==> src/sv/mkd_pkg.sv <==
// Package for the straight-key decoder: fixed field widths, register map
// and the symbol-pattern to ASCII letter table. No dependencies.
`default_nettype none

package mkd_pkg;

  localparam int unsigned ElapsedW = 16;
  localparam int unsigned LockW    = 10;
  localparam int unsigned LetterW  = 7;
  localparam int unsigned PaddrW   = 4;
  localparam int unsigned PdataW   = 32;

  typedef logic [LetterW-1:0] letter_t;

  typedef enum logic [1:0] {
    REG_DOT_MAX    = 2'd0,
    REG_LETTER_GAP = 2'd1,
    REG_LOCKOUT    = 2'd2
  } reg_idx_t;

  localparam logic [ElapsedW-1:0] DotMaxRst    = 16'd400;
  localparam logic [ElapsedW-1:0] LetterGapRst = 16'd800;
  localparam logic [LockW-1:0]    LockoutRst   = 10'd200;
  localparam letter_t             LetterUnknown = 7'd63;

  // Index is {leading 1 marker, symbols}, newest symbol in bit 0, dash = 1.
  // Entries are 8-bit ASCII; the top bit is always zero.
  localparam logic [7:0] LetterTable [32] = '{
    8'd63, 8'd63,
    "E", "T",
    "I", "A", "N", "M",
    "S", "U", "R", "W", "D", "K", "G", "O",
    "H", "V", "F", 8'd63, "L", 8'd63, "P", "J",
    "B", "X", "C", "Y", "Z", "Q", 8'd63, 8'd63
  };

endpackage

`default_nettype wire

==> src/sv/morse_key_decoder.sv <==
// Straight-key Morse decoder top level: one sampled key level per request,
// zero or one ASCII letter out. Uses mkd_pkg for widths, registers and table.
//
//  channel  | handshake                     | payload
//  ---------+-------------------------------+-------------------------------
//  input    | in_valid / in_ready           | in_key_down (1 bit)
//  result   | out_valid / out_ready         | out_letter (7 bits)
//  config   | psel penable pwrite, pready=1 | paddr[3:0], pwdata / prdata
//
// One request per clock while in_ready is high. At the accepting edge the
// tick state updates and a new letter enters the result register, or the skid
// register if a letter there is not taken. The two-entry output buffer lets
// input flow while a letter waits; in_ready falls only when both hold letters.
// Reset is synchronous, active low: registers 400 / 800 / 200, symbols empty.
`default_nettype none

module morse_key_decoder
  import mkd_pkg::*;
#(
  parameter int unsigned MAX_SYMBOLS = 4
) (
  input  wire logic                clk,
  input  wire logic                rst_n,
  input  wire logic                in_valid,
  output logic                     in_ready,
  input  wire logic                in_key_down,
  output logic                     out_valid,
  input  wire logic                out_ready,
  output letter_t                  out_letter,
  input  wire logic                psel,
  input  wire logic                penable,
  input  wire logic                pwrite,
  input  wire logic [PaddrW-1:0]   paddr,
  input  wire logic [PdataW-1:0]   pwdata,
  output logic      [PdataW-1:0]   prdata,
  output logic                     pready
);

  localparam int unsigned CntW = $clog2(MAX_SYMBOLS + 2);
  localparam logic [CntW-1:0] CntMax  = CntW'(MAX_SYMBOLS);
  localparam logic [CntW-1:0] CntOver = CntW'(MAX_SYMBOLS + 1);
  localparam logic [CntW-1:0] CntTableMax = CntW'(4);

  // configuration
  logic [ElapsedW-1:0] dot_max_r, letter_gap_r;
  logic [LockW-1:0]    lockout_r;
  logic                cfg_wr;
  reg_idx_t            cfg_idx;

  // tick state
  logic                   pressed_r, pressed_nxt;
  logic [ElapsedW-1:0]    elapsed_r, elapsed_nxt, elapsed_inc;
  logic [LockW-1:0]       lock_left_r, lock_left_nxt;
  logic [MAX_SYMBOLS-1:0] sym_bits_r, sym_bits_nxt, sym_bits_app;
  logic [CntW-1:0]        sym_cnt_r, sym_cnt_nxt, sym_cnt_app;

  // output buffer
  logic    out_valid_r, out_valid_nxt, skid_valid_r, skid_valid_nxt;
  letter_t out_letter_r, out_letter_nxt, skid_letter_r, skid_letter_nxt;

  logic    accept, emit, pop, edge_seen, dash;
  letter_t letter_new;
  logic [4:0] tbl_idx;

  assign pready  = 1'b1;
  assign cfg_idx = reg_idx_t'(paddr[3:2]);
  assign cfg_wr  = psel && penable && pwrite && pready;

  always_ff @(posedge clk) begin
    if (!rst_n) begin
      dot_max_r    <= DotMaxRst;
      letter_gap_r <= LetterGapRst;
      lockout_r    <= LockoutRst;
    end else if (cfg_wr) begin
      case (cfg_idx)
        REG_DOT_MAX:    dot_max_r    <= pwdata[ElapsedW-1:0];
        REG_LETTER_GAP: letter_gap_r <= pwdata[ElapsedW-1:0];
        REG_LOCKOUT:    lockout_r    <= pwdata[LockW-1:0];
        default: ;
      endcase
    end
  end

  always_comb begin
    case (cfg_idx)
      REG_DOT_MAX:    prdata = {{(PdataW-ElapsedW){1'b0}}, dot_max_r};
      REG_LETTER_GAP: prdata = {{(PdataW-ElapsedW){1'b0}}, letter_gap_r};
      REG_LOCKOUT:    prdata = {{(PdataW-LockW){1'b0}}, lockout_r};
      default:        prdata = '0;
    endcase
  end

  assign in_ready = !skid_valid_r;
  assign accept   = in_valid && in_ready;

  // one tick of the key state
  always_comb begin
    elapsed_inc = (elapsed_r == '1) ? elapsed_r : elapsed_r + ElapsedW'(1);
    edge_seen   = (in_key_down != pressed_r);
    dash        = (elapsed_inc > dot_max_r);

    sym_bits_app = sym_bits_r;
    sym_cnt_app  = sym_cnt_r;
    if (edge_seen && !in_key_down) begin
      if (sym_cnt_r >= CntMax) begin
        sym_cnt_app = CntOver;
      end else begin
        sym_bits_app = {sym_bits_r[MAX_SYMBOLS-2:0], dash};
        sym_cnt_app  = sym_cnt_r + CntW'(1);
      end
    end

    pressed_nxt   = pressed_r;
    elapsed_nxt   = elapsed_inc;
    lock_left_nxt = lock_left_r;
    sym_bits_nxt  = sym_bits_r;
    sym_cnt_nxt   = sym_cnt_r;
    emit          = 1'b0;

    if (lock_left_r != '0) begin
      lock_left_nxt = lock_left_r - LockW'(1);
    end else begin
      pressed_nxt  = in_key_down;
      sym_bits_nxt = sym_bits_app;
      sym_cnt_nxt  = sym_cnt_app;
      if (edge_seen) begin
        elapsed_nxt   = '0;
        lock_left_nxt = lockout_r;
      end
      if (!in_key_down && sym_cnt_app != '0 && elapsed_nxt > letter_gap_r) begin
        emit         = accept;
        sym_bits_nxt = '0;
        sym_cnt_nxt  = '0;
      end
    end
  end

  // letter lookup on the buffer as it stands after this tick's append
  always_comb begin
    tbl_idx = {1'b0, sym_bits_app[3:0]} | (5'd1 << sym_cnt_app);
    if (sym_cnt_app != '0 && sym_cnt_app <= CntTableMax) begin
      letter_new = LetterTable[tbl_idx][LetterW-1:0];
    end else begin
      letter_new = LetterUnknown;
    end
  end

  always_ff @(posedge clk) begin
    if (!rst_n) begin
      pressed_r   <= 1'b0;
      elapsed_r   <= '0;
      lock_left_r <= '0;
      sym_bits_r  <= '0;
      sym_cnt_r   <= '0;
    end else if (accept) begin
      pressed_r   <= pressed_nxt;
      elapsed_r   <= elapsed_nxt;
      lock_left_r <= lock_left_nxt;
      sym_bits_r  <= sym_bits_nxt;
      sym_cnt_r   <= sym_cnt_nxt;
    end
  end

  // result register with skid entry behind it
  assign pop = out_valid_r && out_ready;

  always_comb begin
    out_valid_nxt   = out_valid_r;
    out_letter_nxt  = out_letter_r;
    skid_valid_nxt  = skid_valid_r;
    skid_letter_nxt = skid_letter_r;
    if (pop) begin
      if (skid_valid_r) begin
        out_letter_nxt = skid_letter_r;
        skid_valid_nxt = 1'b0;
      end else if (emit) begin
        out_letter_nxt = letter_new;
      end else begin
        out_valid_nxt = 1'b0;
      end
    end else if (emit) begin
      if (!out_valid_r) begin
        out_valid_nxt  = 1'b1;
        out_letter_nxt = letter_new;
      end else begin
        skid_valid_nxt  = 1'b1;
        skid_letter_nxt = letter_new;
      end
    end
  end

  always_ff @(posedge clk) begin
    if (!rst_n) begin
      out_valid_r  <= 1'b0;
      skid_valid_r <= 1'b0;
    end else begin
      out_valid_r  <= out_valid_nxt;
      skid_valid_r <= skid_valid_nxt;
    end
    out_letter_r  <= out_letter_nxt;
    skid_letter_r <= skid_letter_nxt;
  end

  assign out_valid  = out_valid_r;
  assign out_letter = out_letter_r;

`ifndef SYNTHESIS
  a_skid_behind_out: assert property (@(posedge clk) disable iff (!rst_n)
    skid_valid_r |-> out_valid_r)
    else $error("skid entry holds a letter while result register is empty");

  a_count_range: assert property (@(posedge clk) disable iff (!rst_n)
    sym_cnt_r <= CntOver)
    else $error("symbol count beyond overflow mark");

  a_empty_buffer: assert property (@(posedge clk) disable iff (!rst_n)
    (sym_cnt_r == '0) |-> (sym_bits_r == '0))
    else $error("symbol bits left over in an empty buffer");

  a_lockout_quiet: assert property (@(posedge clk) disable iff (!rst_n)
    (accept && lock_left_r != '0) |=> (sym_cnt_r == $past(sym_cnt_r)))
    else $error("symbol buffer changed during lockout");
`endif

endmodule

`default_nettype wire

==> config.mk <==
export PLATFORM = sky130hd
export DESIGN_NAME = morse_key_decoder
export DESIGN_NICKNAME = d
export VERILOG_FILES = /design/src/sv/mkd_pkg.sv /design/src/sv/morse_key_decoder.sv
export SDC_FILE = /design/constraint.sdc
export NUM_CORES = 1
export LEC_CHECK = 0
export ABC_AREA = 1
export BUFFER_PORTS_ARGS = -buffer_cell sky130_fd_sc_hd__buf_2
export CORE_MARGIN = 2
export CORE_UTILIZATION = 55
export CTS_BUF_LIST = sky130_fd_sc_hd__clkbuf_2
export CTS_CLUSTER_DIAMETER = 120
export DETAILED_ROUTE_END_ITERATION = 10
export GPL_ROUTABILITY_DRIVEN = 1
export PLACE_DENSITY = 0.86
export SLEW_MARGIN = 20
export SYNTH_ARGS = -nofsm -noshare
export SYNTH_HDL_FRONTEND = slang
export SYNTH_SLANG_ARGS = --single-unit
==> constraint.sdc <==
create_clock -name clk -period 8 [get_ports clk]
set_input_delay 0 -clock clk [delete_from_list [all_inputs] [get_ports clk]]
set_output_delay 0 -clock clk [all_outputs]
set_load 0.005 [all_outputs]
# Yosys cells after proc, flatten, opt, wreduce, memory -nomap -nowiden
# Memory sizes are Yosys's and may differ from the RTL's.
# Cells that the tools add are included.
# Widths: inputs -> output; s select.
[op_classes]
n_eq_ne = 7
bitwise = 5
reduce_logical = 26
add_sub_neg = 3
muxes = 27
shifts = 1
magnitude_cmp = 5
[ops]
columns = ["op", "count"]
rows = [
  ["$mux 16", 4],
  ["$mux 7", 8],
  ["$pmux 16 s3", 1],
  ["$gt 16x16->1", 2],
  ["$mux 10", 2],
  ["$add 16x1->16 const B", 1],
  ["$eq 16x16->1 const B", 1],
  ["$mux 4", 3],
  ["$reduce_and 2->1", 6],
  ["$reduce_bool 10->1", 1],
  ["$sub 10x1->10 const B", 1],
  ["$mux 3", 3],
  ["$reduce_and 3->1", 3],
  ["$logic_and 1x1->1", 8],
  ["$ge 6x6->1 const B", 1],
  ["$mux 1", 6],
  ["$not 5->6", 1],
  ["$reduce_bool 2->1", 3],
  ["$or 4x5->5", 1],
  ["$shl 1x3->5 const A", 1],
  ["$ne 2x2->1 const B", 2],
  ["$add 3x1->3 const B", 1],
  ["$ge 3x3->1 const B", 1],
  ["$le 3x3->1 const B", 1],
  ["9 further kinds", 12],
]
[word_totals]
wordCells = 87
out_inout_bits = 42
ff_bits = 92
rom_bits = 256
mem_count = 1
in_bits = 44
[memory_table]
columns = ["name", "words", "word_bits", "read_ports", "rd_clocked_by_memory_dff", "wr", "line_no", "text"]
rows = [
  ["(name not given)", 32, 8, 1, 0, 0, "morse_key_decoder.sv:142", "letter_new = LetterTable[tbl_idx][LetterW-1:0];"],
]

# Longest topological paths before layout
[logic_depth]
depth_word = 14
depth_mapped = 33
depth_no_buf = 33

# Least setup slack after synthesis
# Ideal clock, no wire load.
[synth_path]
path_kind = "reg2reg"
startpoint = "register elapsed_r[1]"
endpoint = "register skid_letter_r[0], enable pin"
setup_ns = 0.380
t_arrival_ns = 3.204
t_required_ns = 7.620
path_stages_with_launch = 23
slack_ns = 4.416
path_cell_list = "dfxtp_1 ha_1 nand2_1 nor2_1 nand3_1 inv_1 nand2_1 nor2_1 nand3_2 nand3_2 nor3_1 xor2_1 and2_1 ha_1 a21oi_1 o21ai_0 nand2_1 o211a_1 nand2_1 nand2_1 inv_1 nand2_1 nor3_1"
[synth_between]
elab_chain_cells = 9
word_cells_on_any_way = 10
classes_between = "add/sub (1); order compare (1); eq/ne (1); mux (5); reduce/logical (2)"
[synth_lines]
columns = ["item", "line_no", "text"]
rows = [
  ["from (decl)", "morse_key_decoder.sv:52", "logic [ElapsedW-1:0] elapsed_r, elapsed_nxt, elapsed_inc;"],
  ["from (signal assigned)", "morse_key_decoder.sv:157", "elapsed_r <= elapsed_nxt;"],
  ["$add 16x1->16 or $eq 16x16->1 (tied branches)", "morse_key_decoder.sv:98", "elapsed_inc = (elapsed_r == '1) ? elapsed_r : elapsed_r + ElapsedW'(1);"],
  ["$mux 16 *", "morse_key_decoder.sv:98", ""],
  ["$mux 16 *", "morse_key_decoder.sv:126", "if (edge_seen) begin"],
  ["$mux 16 *", "morse_key_decoder.sv:120", "if (lock_left_r != '0) begin"],
  ["$gt 16x16->1 *", "morse_key_decoder.sv:130", "if (!in_key_down && sym_cnt_app != '0 && elapsed_nxt > letter_gap_r) begin"],
  ["$logic_and 1x1->1 *", "morse_key_decoder.sv:130", ""],
  ["$mux 1 *", "morse_key_decoder.sv:130", ""],
  ["$mux 1 *", "morse_key_decoder.sv:120", ""],
  ["$reduce_and 3->1 (no line) *", "n/a", ""],
  ["to (signal assigned)", "morse_key_decoder.sv:201", "skid_letter_r <= skid_letter_nxt;"],
  ["to (decl)", "morse_key_decoder.sv:59", "letter_t out_letter_r, out_letter_nxt, skid_letter_r, skid_letter_nxt;"],
]
# Every way passes the cells marked *; elsewhere a longest branch is shown, timed or not. The select of a mux whose other input is x is not followed.
# A chain may end at the register's enable or synchronous reset.

# Final worst setup path
[layout_path]
startpoint = "register elapsed_r[1]"
endpoint = "register out_letter_r[2] (netlist: out_letter[2]), data pin"
[layout_between]
elab_chain_cells = 14
word_cells_on_any_way = 17
classes_between = "add/sub (1); order compare (1); eq/ne (1); mux (11); bitwise (2); memory (1)"
[layout_lines]
columns = ["item", "line_no", "text"]
rows = [
  ["$add 16x1->16 or $eq 16x16->1 (tied branches)", "morse_key_decoder.sv:98", ""],
  ["$mux 16 *", "morse_key_decoder.sv:98", ""],
  ["$gt 16x16->1 *", "morse_key_decoder.sv:100", "dash = (elapsed_inc > dot_max_r);"],
  ["$mux 4 *", "morse_key_decoder.sv:105", "if (sym_cnt_r >= CntMax) begin"],
  ["$mux 4 *", "morse_key_decoder.sv:104", "if (edge_seen && !in_key_down) begin"],
  ["$or 4x5->5 *", "morse_key_decoder.sv:140", "tbl_idx = {1'b0, sym_bits_app[3:0]} | (5'd1 << sym_cnt_app);"],
  ["$not 5->6 (not written as such) *", "morse_key_decoder.sv:142", ""],
  ["$mem_v2 32x8 *", "n/a", ""],
  ["$mux 7 (not written as such) * (2 in series)", "morse_key_decoder.sv:142", ""],
  ["$mux 7 *", "morse_key_decoder.sv:141", "if (sym_cnt_app != '0 && sym_cnt_app <= CntTableMax) begin"],
  ["net letter_new[2]", "morse_key_decoder.sv:62", "letter_t letter_new;"],
  ["$mux 7, on equally long branches", "morse_key_decoder.sv:182, morse_key_decoder.sv:176", ""],
  ["$mux 7, on equally long branches", "morse_key_decoder.sv:181, morse_key_decoder.sv:173", ""],
  ["$mux 7 *", "morse_key_decoder.sv:172", "if (pop) begin"],
  ["net out_letter_nxt[2]", "morse_key_decoder.sv:59", ""],
  ["to (signal assigned)", "morse_key_decoder.sv:200", "out_letter_r <= out_letter_nxt;"],
  ["to (decl)", "morse_key_decoder.sv:59", ""],
]
# Mark *: on every way through the listed nets, which the timed path passes. The rest lies on a longest branch. The select of a mux whose other input is x is not followed.

==> results.cfg <==
[outcome]
status = complete, no violations

[cts]
cts_buffer_depth = 2
tritoncts = done
cts_setup_buffers = 0
cts.htree.levels = 3
cts_root_buf = clkbuf_2
cts_made_buffers = 9
postCtsHoldBufs = 38
clock_sinks = 92
path_clk_slew_ns = 0.28
clk_latency_ns = 0.60
cts_resized = 0

[setup_path]
critPathArrivalTime_ns = 4.87
crit_type = register to register
crit_path_end_kind = register
crit_slowest_cell = dfxtp_1
cp_max_fo = 7
start_kind = register
cp.required_ns = 8.37
cp_slowest_stage_delay_ns = 0.43
crit_top_cell = nand2_1

[final_layout]
n_fill_cell = 872
fin_nets = 975
layout-area-overhead-vs-synth_pct = 12.7
seq_area_um2 = 1980
drive_gt1_share_pct = 10.1
final_common_cell = nand2_1
antennaDiodeCount = 0
layout_common_cells = 176 x nand2_1, 121 x inv_1, 78 x dfxtp_1
final_area_um2 = 6540
multi_input_area_um2 = 3170

[route]
wl_per_cell_um = 13.9
drt_first_pass_iters = 8
via_per_inst = 5.49
wirelength_mm = 14.2
postRouteAntennaNets = 0
drtIter0Drc = 342
drc_errors = 0
vias = 5625

[global_route]
grt_pass1_vias = 5244
grt_max_degree = 54
overflow = 0
grt_pass1_wl_mm = 23.8
track_usage_pct = 25.7
antenna_found_initial = 0

[synth]
async_reset_ff_share_pct = 0
syn_area_per_cell_um2 = 7.16
synth-adder-area-share_pct = 10.1
ys.flop_type = dfxtp_1
ys_warn_count = 0
synthesis.area_um2 = 5810
synth-compound-area-share_pct = 19.4
synth_edf_count = 14
synth-seq-cells = 92
synth.distinct_cells = 53
synth_mux_area_share_pct = 0
synthXorXnorAreaFrac_pct = 1.79
yosysSeqAreaShare_pct = 34.1
synth_top_family_by_area = simple AND/OR/NAND/NOR gates
netlist_instances = 811
yosys.area_share.simple_pct = 22.3

[die]
die_w_um = 107
die_h_um = 107
fp.coreArea_um2 = 10300
start_util_pct = 56.5
pin_count = 86
dieArea_um2 = 11400
rows = 37

[sta]
rsz0062_at_grt = false
worst_pin_slew_ns = 0.925
post-route-period-util_pct = 56.3
slew_headroom_pct = 37.9
slew_viol_final = 0
hold_viol = 0
clock_skew_ns = 0.0525
fmax_ghz = 0.222
period_minus_slack_ns = 4.50
fin_setup_tns_ns = 0
setup_violations = 0

[job]
maxCapViolations = 0

[placed_design]
gp_congestion = 0.896
port_buffers = 50
dp_hpwl_mm = 9.69
place_area_um2 = 6050

[power_and_ir_drop]
leakage_nw = 2.90
ir_drop_uv = 95.2
p_per_area_nw_per_um2 = 153

[hold_path]
hold_path_class = input port to register
-- layer usage --
metal	track usage [%]	wire length [µm]	part of all wire [%]
met5	0	0	0
met3	5.59	879	6.2
met4	11.2	506	3.6
met1	30.3	5940	42
met2	44.9	6920	49
-- area by class of cell --
class	instances	share of cell area [%]
inverters	125	7.21
repair buffers	88	9.64
clock inverters	6	0.975
well taps	136	2.60
clock buffers	10	0.765
multi-input cells	568	48.5
flip-flops and latches	92	30.3
-- per-stage QoR --
step / total power [mW] / worst slack, ns / utilization (%) / instances / hold slack, ns
3_3_place_gp: 0.746 / 3.72 / 58.9 / 971 / 0.254
5_1_grt: 1.06 / 2.95 / 63.7 / 1025 / 0.0343
2_1_floorplan: 0.709 / 4.42 / - / 826 / 0.126
4_1_cts: 0.995 / 3.55 / 63.7 / 1025 / 0.00559
3_5_place_dp: 0.752 / 3.62 / 58.9 / 971 / 0.255
6_report: 1.00 / 3.50 / 63.7 / 1025 / 0.0269
-- where the power goes --
part	leakage, nW	total, mW	internal (mW)	switching [mW]
clock	0.0737	0.243	0.0735	0.169
sequential	0.759	0.503	0.489	0.0146
combinational	2.07	0.256	0.0893	0.167
total	2.90	1.00	0.651	0.351
-- state kept, by name (all words and copies together) (netlist names), 3 cells and up --
register and cells:
skid_letter_r 7, dot_max_r 16, sym_cnt_r 3, letter_gap_r 16
out_letter 7, elapsed_r 16, sym_bits_r 4, lockout_r 10
lock_left_r 10
-- critical path, delay by kind of cell (launching register included) --
kind / cells / cell delay (ns)
adders and majority gates: 3 / 0.70
xor gates and xnor gates: 1 / 0.34
AOI/OAI and AO/OA: 4 / 0.63
buffers and inverters: 2 / 0.31
DFF: 1 / 0.43
and+or+nand+nor: 17 / 1.87
-- worst paths after layout --
path | cells after the start | slack (ns) | from | endpoint
setup / recovery | 27 | 3.50 | elapsed_r[1] | out_letter[2]
hold / removal | 3 | 0.03 | rst_n | lock_left_r[2]
setup reg to reg | 27 | 3.50 | elapsed_r[1] | out_letter[2]
hold reg to reg | 2 | 0.50 | sym_bits_r[0] | sym_bits_r[0]
-- cells in the mapped netlist, types with 13 or more instances --
cell type  number  area, µm²
dfxtp_1        78       1560
buf_4          18        135
nor3_1         13       65.1
edfxtp_1       14        420
a21oi_1        73        365
o21ai_0        61        305
nand2_1       176        661
inv_1         120        450
nor2_1         69        259
ha_1           47        588
clkbuf_1       17       63.8
nand3_1        16       80.1
-- cell families (layout without fill, tap and decap cells) --
group | count (synthesis) | count (layout)
and+or+nand+nor | 300 | 300
AOI/OAI and AO/OA | 193 | 193
buffers and inverters | 166 | 229
DFF | 92 | 92
adders and majority gates | 47 | 47
xor gates and xnor gates | 11 | 11
other | 2 | 17
Power figures use the tool's default switching activity.
